### config.mk
export PLATFORM = sky130hd
export DESIGN_NAME = lae_setup
export DESIGN_NICKNAME = d
export VERILOG_FILES = /design/src/design/led_animation_envelope_assert.svh /design/src/design/lae_pkg.sv /design/src/design/lae_setup.sv
export SDC_FILE = /design/constraint.sdc
export NUM_CORES = 2
export LEC_CHECK = 0
export CELL_PAD_IN_SITES_DETAIL_PLACEMENT = 0
export CELL_PAD_IN_SITES_GLOBAL_PLACEMENT = 1
export CORE_ASPECT_RATIO = 1.25
export CORE_MARGIN = 2
export CORE_UTILIZATION = 53
export CTS_BUF_LIST = sky130_fd_sc_hd__clkbuf_16
export CTS_CLUSTER_DIAMETER = 40
export DETAILED_ROUTE_END_ITERATION = 7
export DONT_BUFFER_PORTS = 1
export MAX_ROUTING_LAYER = met4
export PLACE_DENSITY = 0.93
export SLEW_MARGIN = 30
export SYNTH_ARGS = -nofsm -noshare
export SYNTH_HDL_FRONTEND = slang
export SYNTH_SLANG_ARGS = --single-unit
### constraint.sdc
create_clock -name clk -period 29.2 [get_ports clk]
set_clock_uncertainty 0.05 [all_clocks]
set_input_delay 2.92 -clock clk [delete_from_list [all_inputs] [get_ports clk]]
set_output_delay 2.92 -clock clk [all_outputs]
set_load 0.05 [all_outputs]
### src/design/led_animation_envelope_assert.svh
// Assertion macros used by the animation envelope top level.
`ifndef LED_ANIMATION_ENVELOPE_ASSERT_SVH
`define LED_ANIMATION_ENVELOPE_ASSERT_SVH
`ifndef SYNTH
`define LAE_ASSERT_NOW(lbl, clk, rst, ante, cons) \
  lbl: assert property (@(posedge clk) disable iff (rst) (ante) |-> (cons)) \
    else $error("assertion failed");
`define LAE_ASSERT_NEXT(lbl, clk, rst, ante, cons) \
  lbl: assert property (@(posedge clk) disable iff (rst) (ante) |=> (cons)) \
    else $error("assertion failed");
`else
`define LAE_ASSERT_NOW(lbl, clk, rst, ante, cons)
`define LAE_ASSERT_NEXT(lbl, clk, rst, ante, cons)
`endif
`endif

### src/design/lae_pkg.sv
// Types, constants and helpers shared by the animation envelope pipeline.
package lae_pkg;

  localparam int DIV_STEPS = 24;
  localparam int NUM_W = 24;
  localparam int DEN_W = 17;

  // Reciprocal of ten, exact for any 24-bit dividend.
  localparam logic [23:0] TEN_RECIP = 24'hCCCCCD;
  localparam int TEN_SHIFT = 27;
  localparam logic [16:0] HUE_SPAN = 17'd1530;
  localparam logic [9:0] STROBE_MS = 10'd1000;

  typedef enum logic [2:0] {
    MODE_SOLID, MODE_FADE, MODE_BREATHE, MODE_PULSE,
    MODE_BLINK, MODE_HUE, MODE_STROBE, MODE_MODIFIER
  } mode_t;

  typedef enum logic [1:0] {REG_RISE, REG_HOLD, REG_FALL} pulse_region_t;

  typedef logic [2:0][7:0] rgb_t;

  typedef struct packed {
    mode_t          mode;
    logic [15:0]    elapsed;
    logic [15:0]    duration;
    logic [7:0]     param_one;
    logic [7:0]     param_two;
    logic [1:0]     shape;
    rgb_t           from_c;
    rgb_t           to_c;
    logic [15:0]    rise_ms;
    logic [15:0]    hold_ms;
    logic [9:0]     strobe_per;
    logic [23:0]    hue_prod;
    pulse_region_t  region;
    logic           sat;
    logic [16:0]    den2;
    logic           on;
    logic [10:0]    hue_pos;
    logic [7:0]     frac;
    logic [7:0]     mod_a;
    logic [7:0]     mod_b;
  } ctx_t;

  typedef struct packed {
    logic valid;
    ctx_t ctx;
  } pipe_t;

  typedef struct packed {
    logic             valid;
    logic [NUM_W-1:0] num;
    logic [DEN_W-1:0] rem;
    logic [DEN_W-1:0] den;
    ctx_t             ctx;
  } div_st_t;

  typedef struct packed {
    logic       valid;
    rgb_t       rgb;
    logic [7:0] modv;
    logic       unch;
  } res_t;

  // A zero parameter behaves as one.
  function automatic logic [7:0] nz8(input logic [7:0] v);
    return (v == 8'd0) ? 8'd1 : v;
  endfunction

endpackage

### src/design/lae_setup.sv
// Pulse timing, hue scaling and operand selection for the remainder divider.
module lae_setup import lae_pkg::*; (
  input  logic             clk,
  input  logic             rst,
  input  logic             en,
  input  pipe_t            din,
  input  logic [NUM_W-1:0] q1,
  output pipe_t            dout,
  output logic [NUM_W-1:0] num2,
  output logic [DEN_W-1:0] den2
);

  pipe_t mid;
  pipe_t m_next;
  pipe_t p_next;
  logic        over;
  logic [7:0]  rise;
  logic [7:0]  fall;
  logic [7:0]  hold;
  logic [23:0] rise_prod;
  logic [23:0] hold_prod;
  logic [16:0] rh_sum;
  logic [15:0] fall_el;
  logic [15:0] fall_span;
  logic [16:0] fall_den;
  logic [47:0] hue_full;
  logic [20:0] hue_ten;
  logic [NUM_W-1:0] num_next;
  logic [DEN_W-1:0] den_next;

  // Shares that exceed the full scale are renormalized by the first divider.
  always_comb begin
    over = ({1'b0, din.ctx.param_one} + {1'b0, din.ctx.param_two}) > 9'd255;
    rise = over ? q1[7:0] : din.ctx.param_one;
    fall = over ? 8'd255 - rise : din.ctx.param_two;
    hold = 8'd255 - rise - fall;
    rise_prod = {8'b0, din.ctx.duration} * {16'b0, rise};
    hold_prod = {8'b0, din.ctx.duration} * {16'b0, hold};
    m_next = din;
    m_next.ctx.rise_ms    = rise_prod[23:8];
    m_next.ctx.hold_ms    = hold_prod[23:8];
    m_next.ctx.strobe_per = q1[9:0];
    m_next.ctx.hue_prod   = {8'b0, din.ctx.elapsed} * {16'b0, nz8(din.ctx.param_one)};
  end

  always_ff @(posedge clk) begin
    if (rst) begin
      mid.valid <= 1'b0;
    end else if (en) begin
      mid <= m_next;
    end
  end

  always_comb begin
    rh_sum    = {1'b0, mid.ctx.rise_ms} + {1'b0, mid.ctx.hold_ms};
    fall_el   = mid.ctx.elapsed - mid.ctx.rise_ms - mid.ctx.hold_ms;
    fall_span = mid.ctx.duration - mid.ctx.rise_ms - mid.ctx.hold_ms;
    fall_den  = {1'b0, fall_span} + 17'd1;
    hue_full  = {24'b0, mid.ctx.hue_prod} * {24'b0, TEN_RECIP};
    hue_ten   = hue_full[TEN_SHIFT +: 21];
    p_next = mid;
    p_next.ctx.sat = mid.ctx.elapsed >= mid.ctx.duration;
    if (mid.ctx.elapsed < mid.ctx.rise_ms) begin
      p_next.ctx.region = REG_RISE;
    end else if ({1'b0, mid.ctx.elapsed} < rh_sum) begin
      p_next.ctx.region = REG_HOLD;
    end else begin
      p_next.ctx.region = REG_FALL;
    end
    num_next = {8'b0, mid.ctx.elapsed};
    den_next = {1'b0, mid.ctx.duration};
    unique case (mid.ctx.mode) inside
      MODE_PULSE: begin
        if (p_next.ctx.region == REG_FALL) begin
          num_next = {8'b0, fall_el};
          den_next = fall_den;
        end else begin
          den_next = {1'b0, mid.ctx.rise_ms} + 17'd1;
        end
      end
      MODE_BLINK:  den_next = {8'b0, nz8(mid.ctx.param_one), 1'b0};
      MODE_STROBE: den_next = {7'b0, mid.ctx.strobe_per};
      MODE_HUE: begin
        num_next = {3'b0, hue_ten};
        den_next = HUE_SPAN;
      end
      MODE_SOLID, MODE_FADE, MODE_BREATHE, MODE_MODIFIER: ;
      default: ;
    endcase
    p_next.ctx.den2 = den_next;
  end

  always_ff @(posedge clk) begin
    if (rst) begin
      dout.valid <= 1'b0;
    end else if (en) begin
      dout <= p_next;
      num2 <= num_next;
      den2 <= den_next;
    end
  end

endmodule

Word level (Yosys, flattened, before mapping)
Cells that the tools add are included.
{ "classes": {"n_eq_ne": 5, "n_addsub": 10, "n_lt_le_gt_ge": 4, "n_bitwise": 1, "multipliers": 4, "n_reduce_logical": 3, "n_mux": 10} }
{ "op_table": {"columns": ["operator", "count"], "rows": [
  ["$mul 16x8->24", 3],
  ["$pmux 17 s4", 1],
  ["$sub 16x16->16", 4],
  ["$mul 24x24->48 const B", 1],
  ["$pmux 21 s2", 1],
  ["$add 16x1->17 const B", 2],
  ["$mux 8", 4],
  ["$add 16x16->17", 1],
  ["$lt 16x17->1", 1],
  ["$mux 17", 1],
  ["$ge 16x16->1", 1],
  ["$logic_not 8->1", 2],
  ["$lt 16x16->1", 1],
  ["$mux 16", 1],
  ["$add 8x8->9", 1],
  ["$eq 3x3->1 const B", 3],
  ["$gt 9x8->1 const B", 1],
  ["$sub 8x8->8", 1],
  ["$sub 8x8->8 const A", 1],
  ["$mux 2", 2],
  ["$eq 3x2->1 const B", 1],
  ["$eq 2x2->1 const B", 1],
  ["$reduce_and 2->1", 1],
  ["$not 1->1", 1]
]} }
{ "totals": {"reg_bits": 452, "wordCells": 85, "out_inout_bits": 265, "input_bits": 251} }

Depth between registers and ports, before layout
{ "logic_depth": {"ltp_word": 7, "depth_mapped": 38, "depth_no_buf": 36} }

Least setup slack after synthesis
No wires, ideal clock.
{ "synth_timing": {"path_type": "in2reg", "start": "input port rst", "end": "register den2[0] (enable)", "required_time_ns": 27.822, "path_buffers": 0, "stages": 1, "arrival_ns": 22.652, "setup_slack_ns": 5.170, "setup_time_ns": 1.328, "cell_sequence": "nor2b_1"} }
{ "synth_via": {"elab_chain_cells": 2} }
{ "synth_rtl": {"columns": ["item", "line_no", "source"], "rows": [
  ["from (decl)", "lae_setup.sv:4", "input logic rst,"],
  ["$not 1->1 (no line)", null, null],
  ["$reduce_and 2->1 (no line)", null, null],
  ["to (signal assigned)", "lae_setup.sv:99", "den2 <= den_next;"],
  ["to (decl)", "lae_setup.sv:10", "output logic [DEN_W-1:0] den2"]
]} }
Every way passes these cells.
A chain may end at the register's enable or synchronous reset.

Worst setup path after layout
{ "layout_timing": {"start": "input port din[172] in the netlist's numbering", "end": "register mid[104] in the netlist's numbering, data pin"} }
{ "layout_via": {"elab_chain_cells": 7} }
{ "layout_rtl": {"columns": ["item", "line_no", "source"], "rows": [
  ["from (decl)", "lae_setup.sv:6", "input pipe_t din,"],
  ["$add 8x8->9", "lae_setup.sv:33", "over = ({1'b0, din.ctx.param_one} + {1'b0, din.ctx.param_two}) > 9'd255;"],
  ["$gt 9x8->1", "lae_setup.sv:33", null],
  ["$mux 8", "lae_setup.sv:34", "rise = over ? q1[7:0] : din.ctx.param_one;"],
  ["$sub 8x8->8", "lae_setup.sv:35, lae_setup.sv:36", null],
  ["$mux 8", "lae_setup.sv:35", "fall = over ? 8'd255 - rise : din.ctx.param_two;"],
  ["$sub 8x8->8 *", "lae_setup.sv:36", "hold = 8'd255 - rise - fall;"],
  ["$mul 16x8->24 *", "lae_setup.sv:38", "hold_prod = {8'b0, din.ctx.duration} * {16'b0, hold};"],
  ["via hold_prod[22]", "lae_setup.sv:21", "logic [23:0] hold_prod;"],
  ["to (signal assigned)", "lae_setup.sv:50", "mid <= m_next;"],
  ["to (decl)", "lae_setup.sv:13", "pipe_t mid;"]
]} }
Mark *: on every way through the listed nets, which the timed path passes. The rest lies on a longest branch.

==> flow_summary.json <==
{
  "status": "completed",
  "finalHoldViolCount": 0,
  "synthCells": 3570,
  "tns_ps": 0,
  "antenna_found_initial": 4,
  "yosysWarnings": 0,
  "cp-start-kind": "primary input",
  "slew_viol_final": 0,
  "synth_edf_count": 447,
  "syn_area_mm2": 0.0410,
  "h-tree-depth": 3,
  "grt_pass1_vias": 28107,
  "fin_area_mm2": 0.0444,
  "rsz0062_at_grt": "false",
  "wl_um": 103000,
  "die_w_um": 253,
  "final_nets": 4848,
  "cts_hold_buf": 0,
  "crit_path_max_incr_delay_ps": 620,
  "hold_class": "reg2reg",
  "die_area_mm2": 0.0796,
  "synth_top_area_share_pct": 32.7,
  "dp_slack_ps": 17610,
  "synth_cell_types": 88,
  "drt_iter0_markers": 1666,
  "end_kind": "register",
  "wl_per_cell_um": 22.4,
  "critical_path.top_delay_family": "compound AO/OA/AOI/OAI gates",
  "relSlewSlack_pct": 32.3,
  "grt_max_degree": 90,
  "rows": 114,
  "cts.clk_slew.worst_paths_ps": 60,
  "ys_seq_area_share_pct": 32.8,
  "cts_buffers": 68,
  "dr.pass1.iters": 5,
  "worst_pin_slew_ps": 1020,
  "synth_flop_cell": "edfxtp_1",
  "postRouteAntennaNets": 0,
  "avgSynthCellArea_um2": 11.5,
  "clockBufferDepth": 3,
  "root_buffer": "clkbuf_16",
  "clk_latency_ps": 610,
  "gp_congestion": 0.948,
  "min_period_ps": 11000,
  "synth.largest_area_cell": "edfxtp_1",
  "grt_use_total_pct": 27.4,
  "worst_hold_slack_ps": 346,
  "async_flop_share_pct": 0,
  "port_buffers": 0,
  "cts_tree": "done",
  "drive_gt1_share_pct": 4.51,
  "synth-seq-cells": 449,
  "timing_worst_setup_path_type": "in2reg",
  "initial_core_util_pct": 53.2,
  "maxCapViolCount": 0,
  "setup_slack_ps": 18200,
  "remaining_drc_errors": 0,
  "place_hpwl_um": 82100,
  "setup_viol": 0,
  "via_per_inst": 5.69,
  "worstPathArrival_ps": 11280,
  "clock_sinks": 449,
  "postCtsSetupRepairBufs": 0,
  "dpl_cell_area_mm2": 0.0420,
  "overflow": 0,
  "die_height_um": 315,
  "critPathSlowestCell": "a31oi_1",
  "coreArea_mm2": 0.0770,
  "grt_pass1_wl_um": 159000,
  "max_freq_ghz": 0.0909,
  "syn_to_final_growth_pct": 8.21,
  "critPathBufInv": 7,
  "ioPinCount": 516,
  "vias": 26309,
  "cts_resized": 0,
  "critPathMaxFanout": 17,
  "crit_required_ps": 29480,
  "period_share_pct": 37.7,
  "synth.area.top_cells": "edfxtp_1 (33%), fa_1 (25%), ha_1 (16%)"
}
[layer usage]
| metal | share of wire (%) | track usage, % |
|---|---|---|
| met2 | 51 | 46.6 |
| met5 | 0 | - |
| met4 | 5.3 | 13.4 |
| met1 | 38 | 31.4 |
| met3 | 6.0 | 4.63 |
[path summary, 6_finish.rpt]
kind | slack, ps | endpoint | from | cells after the start
max | 18200 | mid[104]$_DFFE_PP_ | din[172] | 38
min | 350 | dout[144]$_DFFE_PP_ | mid[144]$_DFFE_PP_ | 0
max reg2reg | 21120 | num2[12]$_DFFE_PP_ | mid[71]$_DFFE_PP_ | 21
min reg2reg | 350 | dout[144]$_DFFE_PP_ | mid[144]$_DFFE_PP_ | 0
[worst reg2reg max path, cell delays in order, from the launching register on]
cell and delay (ps):
edfxtp_1 670, ha_1 610, inv_1 100, fa_1 490
inv_1 50, fa_1 480, fa_1 530, inv_1 60
fa_1 570, fa_1 450, fa_1 500, inv_1 40
ha_1 280, a21o_1 180, a221o_1 390, a221oi_1 530
o21ai_1 250, a211oi_2 430, o31ai_2 230, a21oi_1 220
xor2_1 100, o21ai_0 570
[logic make-up after synthesis]
family | synth area share, %
flops | 32.8
xor+xnor | 2.84
buf+inv | 7.33
mux | 0.476
fa+ha+maj | 40.2
compound gates | 7.13
other cells | 0.00914
simple gates | 9.23
[Yosys cell counts, types with 55 or more instances]
cell type  count
nor2_1       101
xnor2_1       88
a21oi_1      110
o21ai_0       75
nand2_1      237
nor2b_1       82
edfxtp_1     447
inv_1        692
ha_1         510
clkbuf_1      55
fa_1         504
and2_1       143
[cell usage in the layout, fill, tap and decap left out, drive strengths merged, types with 25 or more instances in the layout]
master  instances
and2          143
fa            504
inv           726
edfxtp        447
nand2         238
nand3          27
nand2b         42
buf            25
nor2          101
nor2b          82
o21ai          86
ha            510
xor2           45
clkbuf         69
xnor2          88
a21oi         110
a21o           44
nor3           33
[final cells by class]
type                            count  area [um^2]
Fill cell                        6331        32600
Multi-Input combinational cell   2346        24600
Sequential cell                   449        13500
Inverter                          693         2600
Clock buffer                       69         1730
Tap cell                          986         1230
Clock inverter                     56          547
Timing Repair Buffer               25          235
Antenna cell                        3         7.51
[registers in the layout, summed over array words and instances, names as in the netlist]
register	count
den2	17
dout	207
mid	204
num2	21
[stage by stage]
stage / utilization, % / cells
final: 57.6 / 4627
after global routing: 57.6 / 4627
after CTS: 57.5 / 4622
after detailed placement: 54.6 / 4497
after global placement: 54.6 / 4497
after floorplan: - / 3572
Power is not shown: default switching activity piles up to over one toggle a cycle in this logic, so the estimate is an artifact.
