$ cat config.mk
export PLATFORM = sky130hd
export DESIGN_NAME = lae_shade
export DESIGN_NICKNAME = d
export VERILOG_FILES = /design/src/design/led_animation_envelope_assert.svh /design/src/design/lae_pkg.sv /design/src/design/lae_shade.sv
export SDC_FILE = /design/constraint.sdc
export NUM_CORES = 1
export LEC_CHECK = 0
export BUFFER_PORTS_ARGS = -buffer_cell sky130_fd_sc_hd__buf_4
export CELL_PAD_IN_SITES_DETAIL_PLACEMENT = 1
export CELL_PAD_IN_SITES_GLOBAL_PLACEMENT = 2
export CORE_MARGIN = 2
export CORE_UTILIZATION = 34
export CTS_CLUSTER_SIZE = 25
export DETAILED_ROUTE_END_ITERATION = 6
export PLACE_DENSITY_LB_ADDON = 0.1
export SYNTH_ARGS = -nofsm -noshare
export SYNTH_HDL_FRONTEND = slang
export SYNTH_SLANG_ARGS = --single-unit
$ cat constraint.sdc
create_clock -name clk -period 8.6 [get_ports clk]
set_clock_uncertainty 0.05 [all_clocks]
set_input_delay 1.29 -clock clk [delete_from_list [all_inputs] [get_ports clk]]
set_output_delay 1.29 -clock clk [all_outputs]
set_load 0.005 [all_outputs]
$ cat src/design/led_animation_envelope_assert.svh
// Assertion macros used by the animation envelope top level.
`ifndef LED_ANIMATION_ENVELOPE_ASSERT_SVH
`define LED_ANIMATION_ENVELOPE_ASSERT_SVH
`ifndef SYNTH
`define LAE_ASSERT_NOW(lbl, clk, rst, ante, cons) \
  lbl: assert property (@(posedge clk) disable iff (rst) (ante) |-> (cons)) \
    else $error("assertion failed");
`define LAE_ASSERT_NEXT(lbl, clk, rst, ante, cons) \
  lbl: assert property (@(posedge clk) disable iff (rst) (ante) |=> (cons)) \
    else $error("assertion failed");
`else
`define LAE_ASSERT_NOW(lbl, clk, rst, ante, cons)
`define LAE_ASSERT_NEXT(lbl, clk, rst, ante, cons)
`endif
`endif

$ cat src/design/lae_pkg.sv
// Types, constants and helpers shared by the animation envelope pipeline.
package lae_pkg;

  localparam int DIV_STEPS = 24;
  localparam int NUM_W = 24;
  localparam int DEN_W = 17;

  // Reciprocal of ten, exact for any 24-bit dividend.
  localparam logic [23:0] TEN_RECIP = 24'hCCCCCD;
  localparam int TEN_SHIFT = 27;
  localparam logic [16:0] HUE_SPAN = 17'd1530;
  localparam logic [9:0] STROBE_MS = 10'd1000;

  typedef enum logic [2:0] {
    MODE_SOLID, MODE_FADE, MODE_BREATHE, MODE_PULSE,
    MODE_BLINK, MODE_HUE, MODE_STROBE, MODE_MODIFIER
  } mode_t;

  typedef enum logic [1:0] {REG_RISE, REG_HOLD, REG_FALL} pulse_region_t;

  typedef logic [2:0][7:0] rgb_t;

  typedef struct packed {
    mode_t          mode;
    logic [15:0]    elapsed;
    logic [15:0]    duration;
    logic [7:0]     param_one;
    logic [7:0]     param_two;
    logic [1:0]     shape;
    rgb_t           from_c;
    rgb_t           to_c;
    logic [15:0]    rise_ms;
    logic [15:0]    hold_ms;
    logic [9:0]     strobe_per;
    logic [23:0]    hue_prod;
    pulse_region_t  region;
    logic           sat;
    logic [16:0]    den2;
    logic           on;
    logic [10:0]    hue_pos;
    logic [7:0]     frac;
    logic [7:0]     mod_a;
    logic [7:0]     mod_b;
  } ctx_t;

  typedef struct packed {
    logic valid;
    ctx_t ctx;
  } pipe_t;

  typedef struct packed {
    logic             valid;
    logic [NUM_W-1:0] num;
    logic [DEN_W-1:0] rem;
    logic [DEN_W-1:0] den;
    ctx_t             ctx;
  } div_st_t;

  typedef struct packed {
    logic       valid;
    rgb_t       rgb;
    logic [7:0] modv;
    logic       unch;
  } res_t;

  // A zero parameter behaves as one.
  function automatic logic [7:0] nz8(input logic [7:0] v);
    return (v == 8'd0) ? 8'd1 : v;
  endfunction

endpackage

$ cat src/design/lae_shade.sv
// Blend fraction shaping, endpoint-exact lerp and final colour selection.
module lae_shade import lae_pkg::*; (
  input  logic       clk,
  input  logic       rst,
  input  logic       en,
  input  pipe_t      din,
  input  logic [7:0] q3,
  output res_t       res
);

  pipe_t f1;
  pipe_t f1_next;
  res_t  res_next;
  logic [7:0]  prog;
  logic [7:0]  inv;
  logic [15:0] sq;
  logic [7:0]  ease;
  logic [7:0]  prog_dn;
  logic [7:0]  bell;
  rgb_t        mixed;
  logic [7:0]  mod_mix;
  logic [2:0]  seg;
  logic [10:0] base;
  logic [7:0]  rem;

  function automatic logic [7:0] lerp8(input logic [7:0] a, input logic [7:0] b,
                                       input logic [7:0] f);
    logic [7:0]  diff;
    logic [15:0] prod;
    logic [7:0]  step;
    diff = (a < b) ? b - a : a - b;
    prod = {8'b0, diff} * {8'b0, f};
    step = prod[15:8];
    if (f == 8'd255) return b;
    if (a < b) return a + step;
    return a - step;
  endfunction

  always_comb begin
    prog    = din.ctx.sat ? 8'd255 : q3;
    inv     = 8'd255 - q3;
    sq      = {8'b0, inv} * {8'b0, inv};
    ease    = 8'd255 - sq[15:8];
    prog_dn = 8'd255 - prog;
    bell    = prog[7] ? {prog_dn[6:0], 1'b0} : {prog[6:0], 1'b0};
    f1_next = din;
    f1_next.ctx.mod_a = (din.ctx.shape != 2'd0) ? din.ctx.param_two : din.ctx.param_one;
    f1_next.ctx.mod_b = (din.ctx.shape != 2'd0) ? din.ctx.param_one : din.ctx.param_two;
    case (din.ctx.mode) inside
      MODE_FADE:     f1_next.ctx.frac = prog;
      MODE_BREATHE:  f1_next.ctx.frac = ease;
      MODE_MODIFIER: f1_next.ctx.frac = din.ctx.shape[1] ? bell : prog;
      MODE_PULSE: begin
        case (din.ctx.region)
          REG_RISE: f1_next.ctx.frac = q3;
          REG_FALL: f1_next.ctx.frac = 8'd255 - q3;
          default:  f1_next.ctx.frac = 8'd255;
        endcase
      end
      default: f1_next.ctx.frac = q3;
    endcase
  end

  always_ff @(posedge clk) begin
    if (rst) begin
      f1.valid <= 1'b0;
    end else if (en) begin
      f1 <= f1_next;
    end
  end

  always_comb begin
    for (int i = 0; i < 3; i++) begin
      mixed[i] = lerp8(f1.ctx.from_c[i], f1.ctx.to_c[i], f1.ctx.frac);
    end
    mod_mix = lerp8(f1.ctx.mod_a, f1.ctx.mod_b, f1.ctx.frac);
    if (f1.ctx.hue_pos < 11'd255) begin
      seg = 3'd0; base = 11'd0;
    end else if (f1.ctx.hue_pos < 11'd510) begin
      seg = 3'd1; base = 11'd255;
    end else if (f1.ctx.hue_pos < 11'd765) begin
      seg = 3'd2; base = 11'd510;
    end else if (f1.ctx.hue_pos < 11'd1020) begin
      seg = 3'd3; base = 11'd765;
    end else if (f1.ctx.hue_pos < 11'd1275) begin
      seg = 3'd4; base = 11'd1020;
    end else begin
      seg = 3'd5; base = 11'd1275;
    end
    rem = 8'(f1.ctx.hue_pos - base);

    res_next.valid = f1.valid;
    res_next.rgb   = '0;
    res_next.modv  = 8'd0;
    res_next.unch  = 1'b0;
    unique case (f1.ctx.mode) inside
      MODE_SOLID: res_next.rgb = f1.ctx.to_c;
      MODE_FADE, MODE_PULSE: res_next.rgb = mixed;
      MODE_BREATHE: begin
        if (f1.ctx.duration < 16'd2) res_next.unch = 1'b1;
        else res_next.rgb = mixed;
      end
      MODE_BLINK: res_next.rgb = f1.ctx.on ? f1.ctx.to_c : f1.ctx.from_c;
      MODE_STROBE: res_next.rgb = f1.ctx.on ? f1.ctx.to_c : '0;
      MODE_HUE: begin
        case (seg)
          3'd0: res_next.rgb = {8'd0, rem, 8'd255};
          3'd1: res_next.rgb = {8'd0, 8'd255, 8'd255 - rem};
          3'd2: res_next.rgb = {rem, 8'd255, 8'd0};
          3'd3: res_next.rgb = {8'd255, 8'd255 - rem, 8'd0};
          3'd4: res_next.rgb = {8'd255, 8'd0, rem};
          default: res_next.rgb = {8'd255 - rem, 8'd0, 8'd255};
        endcase
      end
      MODE_MODIFIER: begin
        res_next.modv = (f1.ctx.duration == 16'd0) ? f1.ctx.param_two : mod_mix;
      end
      default: ;
    endcase
  end

  always_ff @(posedge clk) begin
    if (rst) begin
      res.valid <= 1'b0;
    end else if (en) begin
      res <= res_next;
    end
  end

endmodule

## Word level (Yosys, flattened, before mapping)

Cells that the tools add are included.

- $add $sub $neg: 21
- Multipliers: 5
- $lt $le $gt $ge: 10
- Equal/unequal tests: 17
- Mux-type cells: 56
- Bitwise logic cells: 1
- Reduce and logical (&&, ||, !) cells: 7

Operators with widths:

| operator | number |
|---|---|
| 8-bit 2-to-1 mux | 34 |
| 24-bit case mux with 6 select lines | 1 |
| 24-bit case mux with 5 select lines | 1 |
| 8-bit subtractor | 13 |
| 8-bit by 8-bit multiplier with 16-bit output | 5 |
| 24-bit 2-to-1 mux | 3 |
| 8-bit adder | 4 |
| 8-bit < comparator | 4 |
| 8-bit subtractor (first input constant) | 3 |
| 11-bit by 10-bit < comparator with 1-bit output (second input constant) | 2 |
| 3-bit by 2-bit == test with 1-bit output (second input constant) | 6 |
| 3-bit == test (second input constant) | 6 |
| 16-bit logical NOT | 1 |
| 16-bit by 2-bit < comparator with 1-bit output (second input constant) | 1 |
| 8-bit case mux with 2 select lines | 1 |
| 3-bit 2-to-1 mux | 5 |
| 11-bit < comparator (second input constant) | 1 |
| 11-bit by 8-bit < comparator with 1-bit output (second input constant) | 1 |
| 11-bit by 9-bit < comparator with 1-bit output (second input constant) | 1 |
| 1-bit 2-to-1 mux | 11 |
| 3-bit by 1-bit == test with 1-bit output (second input constant) | 3 |
| 8-bit == test (second input constant) | 1 |
| 7-bit subtractor (first input constant) | 1 |
| 3-bit logical NOT | 2 |
| 6 further kinds | 6 |

- Bits in registers: 146
- Input port bits: 235
- Output and inout port bits: 34
- Word-level logic and storage cells: 138

## Depth between registers and ports, before layout

Gate-level depths: netlist (run 1).

- Depth after elaboration: 10
- Gate-level depth with buffers: 45
- Depth with buffers taken out: 45

## Worst setup path after synthesis (run 1)

Ideal clock, no wire load.

- Path kind: register -> register
- Start: register f1[146] (netlist bit)
- End: register res[16] (netlist bit), data pin
- Setup time: 274 ps
- Arrival: 8,165 ps
- Data required time: 8,276 ps
- Setup slack: 111 ps
- Cell stages (with the launch flop): 46
- Path buffers: 0
- Clock period less this slack: 8,489 ps
- Cell sequence: edfxtp_1 -> inv_1 -> ha_1 -> inv_1 -> fa_1 -> nand3_1 -> a21o_1 -> a21oi_1 -> o311a_1 -> o22ai_1 -> a21oi_1 -> o21ai_0 -> xnor2_1 -> and2_1 -> fa_1 -> inv_1 -> fa_1 -> inv_1 -> [... 10 more ...] -> a21oi_1 -> xnor2_1 -> inv_1 -> ha_1 -> nand2_1 -> o21ai_0 -> inv_1 -> ha_1 -> nor2b_1 -> o21ai_0 -> nand2b_1 -> a21o_1 -> a21o_1 -> a31oi_1 -> xnor2_1 -> xnor2_1 -> xnor2_1 -> o211ai_1

RTL lines:

| item | RTL line | RTL |
|---|---|---|
| start: declaration | lae_shade.sv:11 | `pipe_t f1;` |
| start signal: assignment | lae_shade.sv:68 | `f1 <= f1_next;` |
| end signal: assignment | lae_shade.sv:126 | `res <= res_next;` |
| end: declaration | lae_shade.sv:8 | `output res_t res` |

==> results.toml, run 1 <==
[floorplan]
fp.dieW_um = 249.5
design.die.area_mm2 = 0.06225
boundaryPins = 269
floorplan_die_height_um = 249.5
floorplan.rows = 89
initial_core_util_pct = 34.53
placeableCoreArea_mm2 = 0.05935

[yosys]
synthDistinctLibCells = 90
yosys-mux-area-fraction_pct = 2.516
ys_seq_elements = 146
avgSynthCellArea_um2 = 9.247
simple_gate_share_of_the_synthesized_area_pct = 16.91
yosys_most_used_dff = "edfxtp_1"
synth_top_area_share_pct = 21.10
ys.warnings.count = 0
synthXorXnorAreaFrac_pct = 5.343
post_synth_main_area_contributors = "edfxtp_1 (21%), fa_1 (17%), ha_1 (16%)"
synthesized_netlist_net_count = 2888
syn-cell-area_mm2 = 0.02049
postSynth.asyncResetShare_pct = 0
synthDominantAreaCellType = "edfxtp_1"
synth-compound-area-share_pct = 13.68
synth_top_family_by_area = "adder cells"
synth.yosys.seq_area_share_pct = 21.30
post_synth_inst_count = 2216
edff_count_synth = 144
post_synth_fa_ha_maj_area_fraction_pct = 33.17

[sta]
finalSetupViolCount = 3
timing.max_slew.rel_slack_pct = 38.45
maxSlewViolCount = 0
timing.fmax_ghz = 0.1150
post_route_setup_tns_ns = -0.1747
post-route-period-util_pct = 101.1
postLayoutSetupSlackWorst_ns = -0.09248
fin_crit_ns = 8.692
rsz0062_at_grt = "true"
timing.hold.ws_ns = 0.4654
worst-slew-pin-transition_ns = 0.9233
finalHoldViolCount = 0

[place]
dp_hpwl_mm = 50.78
buffer_ports.inserted = 145
gp_congestion = 0.8360
dp_slack_ns = -0.6046
dpl_cell_area_mm2 = 0.02481

[critical_path]
worst_r2r_path_depth = 37
ff2ff_setup_slack_ns = -0.09
crit_path_frequent_cell = "fa_1"
cp_max_delay_cell = "fa_1"
worst_r2r_endpoint = "res[23]"
crit_fanout = 7
cp.arrival_ns = 8.87
max_stage_delay_ns = 0.52
required_ns = 8.77
critical_path.reg2reg.startpoint = "f1[161]"
crit_type = "register to register"
worst_setup_path_startpoint = "f1[161]"
cp-end-kind = "register"
setup.worst_path.start_class = "register"
critical_path.endpoint = "res[23]"

[routing]
num_vias = 17700
top_layer = "met4"
drt_pre_antenna_iters = 5
drt_drc_violations_left = 0
route.antenna.remaining_nets = 0
avgRoutedWirePerCell_um = 18.30
vias_per_cell = 5.064
wl_met1_mm = 28.91
routed-wl-met3_mm = 1.494
wl_mm = 63.99
dr_iter_0_viols = 704
met2_wirelength_mm = 32.10

[clock_network]
clock_tree.root_cell = "clkbuf_16"
clk-insertion-delay-late_ns = 0.48
cts-root-to-sink-buffers = 2
cts_tree = "yes"
cts.clk_slew.worst_paths_ns = 0.08
htree_num_levels = 4
numCtsBuffers = 17
tritoncts_num_sinks = 146

[grt]
wire_length_of_the_first_global_routing_pass_mm = 101.4
track_usage_pct = 20.42
first_global_vias = 19370
grt-ovfl-total = 0
maximum_number_of_pins_on_one_net_before_global_route_repair = 67
grt_antenna_before_repair = 0

[run_status]
status = "finished with violations"
violated_checks = "setup timing"

[hold_path]
hold_class = "register to register"

[flow_run]
maxcap_violations = 0

[layout]
diodes = 0
areaGrowthSynthToFinish_pct = 33.23
finalNetCount = 3382
final_layout_size_suffix_gt1_share_pct = 31.03
finish.instance_area_mm2 = 0.02730
[cells by family (layout without fill, tap and decap cells)]
family	after synthesis	after routing
muxes	49	49
adders and majority gates	437	437
and+or+nand+nor	664	664
buffers and inverters	376	883
xor gates and xnor gates	125	125
AOI/OAI and AO/OA	419	419
DFF	146	146
[critical path: cells and delay by family (launching register included)]
kind	cells	cell delay [ns]
buffers and inverters	7	0.66
AOI/OAI and AO/OA	13	2.87
adders and majority gates	7	2.89
and+or+nand+nor	7	0.97
xor gates and xnor gates	3	0.51
DFF	1	0.47
[routing by layer]
metal	GRT usage, %	vias up
li1	-	8547
met1	26.17	8877
met2	35.78	202
met3	2.764	77
met4	5.921	0
met5	0	-
[Yosys cell counts, drive strengths merged (52+ instances only)]
master  number
ha         260
fa         177
and2       160
clkbuf      60
nor2       135
o21ai       97
xnor2       79
nand2      149
nor2b       52
inv        307
edfxtp     144
a21oi      102
[stage by stage]
stage	cells	utilization, %
finish	3496	46.00
global route	3496	46.00
CTS	3472	44.29
detailed placement	3402	41.81
global placement	3402	41.81
floorplan	2216	-
[sequential cells by signal (all words and copies together), names as in the netlist]
signal / cells
res: 34
f1: 112
[worst min path at each step]
stage | cells after the start | startpoint | end | slack, ns
global placement | 2 | f1[223] | f1[223] | 0.42
floorplan | 2 | f1[223] | f1[223] | 0.41
global route | 2 | f1[223] | res[33] | 0.51
CTS | 2 | f1[223] | f1[223] | 0.47
finish | 2 | res[33] | res[33] | 0.47
detailed placement | 2 | res[33] | res[33] | 0.45
[area by class of cell]
type | instances | area, um^2
Clock buffer | 19 | 432.9
Clock inverter | 13 | 175.2
Fill cell | 6754 | 32050
Inverter | 308 | 1159
Multi-Input combinational cell | 1694 | 16030
Sequential cell | 146 | 4364
Tap cell | 773 | 967.2
Timing Repair Buffer | 543 | 4172
[placed cells by master (no fill, tap or decap), drive strengths merged, types with 15 or more instances in the layout]
cell / n
xor2: 46
o21ai: 97
clkbuf: 19
o211ai: 15
inv: 311
xnor2: 79
ha: 260
nor2b: 52
nand2: 149
and2: 160
edfxtp: 144
a31oi: 18
nor3: 27
and3: 15
o21a: 17
mux2: 20
a21o: 34
fa: 177
a21oi: 102
nor2: 135
a211oi: 15
nand3: 25
buf: 543
or2: 17
mux2i: 29
nand2b: 21
[timing repair]
item | 4_1_cts | 5_1_grt
hold buffers | 0 | 0
endpoints found under the setup margin | 13 | 17
setup buffers | 39 | 37
pin swaps | 111 | 182
resized for setup | 130 | 183
Power of run 1 is left out: the tool's default activity adds up to more than one toggle a clock period on the data nets, which glitch-free logic cannot reach.
==> run 2: changes to the inputs <==
- CTS_BUF_LIST: unset -> sky130_fd_sc_hd__clkbuf_4 sky130_fd_sc_hd__clkbuf_8 sky130_fd_sc_hd__clkbuf_16
- TNS_END_PERCENT: unset -> 50
==> run 2 against run 1 <==
Effect of this change: the run still ends with setup timing left; first-iteration DRC count increased by 3.3%; core utilization decreased by 0.55 points; global-route usage about the same; die area unchanged; setup slack improved by 0.026 ns; critical path depth unchanged; critical path type unchanged; highest routed layer unchanged.
==> results.toml, run 2 (same netlist as run 1, synthesis figures left out) <==
[flow_run]
maxcap_violations = 0

[clock_network]
numCtsBuffers = 17
clk-insertion-delay-late_ns = 0.48
cts-hold-fix-buffers = 0
cts_tree = "yes"
tritoncts_num_sinks = 146
cts-root-to-sink-buffers = 2
htree_num_levels = 4
cts.clk_slew.worst_paths_ns = 0.08
clock_tree.root_cell = "clkbuf_16"

[floorplan]
initial_core_util_pct = 34.53
placeableCoreArea_mm2 = 0.05935
floorplan.rows = 89
boundaryPins = 269
design.die.area_mm2 = 0.06225
floorplan_die_height_um = 249.5
fp.dieW_um = 249.5

[critical_path]
max_stage_delay_ns = 0.52
setup.worst_path.start_class = "register"
worst_setup_path_startpoint = "f1[161]"
cp.arrival_ns = 8.84
worst_r2r_path_depth = 37
critical_path.reg2reg.startpoint = "f1[161]"
crit_path_frequent_cell = "fa_1"
cp-end-kind = "register"
cp_max_delay_cell = "fa_1"
crit_type = "register to register"
crit_fanout = 7
required_ns = 8.78

[sta]
timing.max_slew.rel_slack_pct = 36.73
finalHoldViolCount = 0
post_route_setup_tns_ns = -0.1347
fin_crit_ns = 8.667
worst-slew-pin-transition_ns = 0.9491
finalSetupViolCount = 3
maxSlewViolCount = 0
timing.fmax_ghz = 0.1154
postLayoutSetupSlackWorst_ns = -0.06660
post-route-period-util_pct = 100.8
rsz0062_at_grt = "true"

[hold_path]
hold_start = "f1[223]"
hold_class = "register to register"
whs_path_depth = 2

[routing]
route.antenna.remaining_nets = 0
drt_pre_antenna_iters = 5
num_vias = 17630
dr_iter_0_viols = 727
drt_drc_violations_left = 0
avgRoutedWirePerCell_um = 18.19
wl_mm = 63.49
vias_per_cell = 5.050

[layout]
final_layout_size_suffix_gt1_share_pct = 29.48
number_of_flip_flops_in_the_largest_register = 112
layout.core_utilization_pct = 45.44
final.fill_count = 6797
areaGrowthSynthToFinish_pct = 31.62
top_regs = "f1: 112 flops, res: 34 flops"
largest-register = "f1"
layout_commonest_cell = "buf_4"
finish.instance_area_mm2 = 0.02697
final_cell_mix = "buf_4 (526), inv_1 (294), ha_1 (238), fa_1 (171), and2_1 (152)"
finalNetCount = 3376

[grt]
maximum_number_of_pins_on_one_net_before_global_route_repair = 67
grt_antenna_before_repair = 1
wire_length_of_the_first_global_routing_pass_mm = 101.4
grt-ovfl-total = 0
first_global_vias = 19360
track_usage_pct = 20.43

[place]
buffer_ports.inserted = 145
gp_congestion = 0.8360
dpl_cell_area_mm2 = 0.02481
dp_hpwl_mm = 50.78

[run_status]
violated_checks = "setup timing"
status = "finished with violations"
==> run 2: cell types whose count changed in the layout (fill, tap and decap cells not counted), moves of 5 or more <==
| cell | before | now |
|---|---|---|
| o21ai_0 | 63 | 71 |
| a21oi_2 | 28 | 22 |
| a21oi_1 | 67 | 74 |
| buf_4 | 520 | 526 |
| inv_1 | 287 | 294 |
| o21ai_2 | 17 | 12 |
| buf_6 | 22 | 10 |
| inv_2 | 19 | 12 |
==> run 2: through the flow <==
stage                     hold WS, ns  instances  setup slack, ns
after floorplan                0.4101       2216           0.1112
after global placement         0.4226       3402          -0.5152
after detailed placement       0.4524       3402          -0.6046
after CTS                      0.4722       3468         -0.04841
after global routing           0.5053       3490          -0.4086
final                          0.4631       3491         -0.06660
==> run 2: timing repair <==
action / 4_1_cts / 5_1_grt
pin swaps: 110 / 140
gates resized for setup: 132 / 109
setup buffers: 35 / 24
endpoints found under the setup margin: 13 / 16
cloned: 0 / 0
==> run 2: final cells by class <==
cell class / instances / area [um^2] / share of cell area [%]
timing repair buffer: 537 / 4081 / 15.13
clock inverter: 13 / 175.2 / 0.6494
antenna: 1 / 2.502 / 0.009278
multi-input combinational: 1694 / 15780 / 58.51
sequential: 146 / 4364 / 16.18
clock buffer: 19 / 440.4 / 1.633
inverter: 308 / 1159 / 4.296
tap: 773 / 967.2 / 3.586
==> run 2: path summary, 6_finish.rpt <==
kind,end,slack (ns)
max,res[23],-0.07
max reg2reg,res[23],-0.07
min,f1[223],0.46
min reg2reg,f1[223],0.46
==> run 2: critical path: cells and delay by family, from the launching register on <==
kind,cells,cell delay (ns)
adder cells (fa/ha/maj),7,2.92
flip-flops,1,0.46
buffers and inverters,7,0.63
XOR/XNOR,3,0.47
AND/OR/NAND/NOR,7,1.00
AO/OA/AOI/OAI,13,2.86
==> run 2: per-layer routing <==
metal  GRT usage, %  vias to the layer above  share of wire (%)  wire (um)
li1               -                     8538                  -          -
met1          26.29                     8833                 46      29050
met2          35.71                      189                 50      31580
met3          2.628                       68                2.3       1482
met4          6.059                        0                2.2       1380
met5              0                        -                  0          0
Power of run 2 is left out for the same reason.
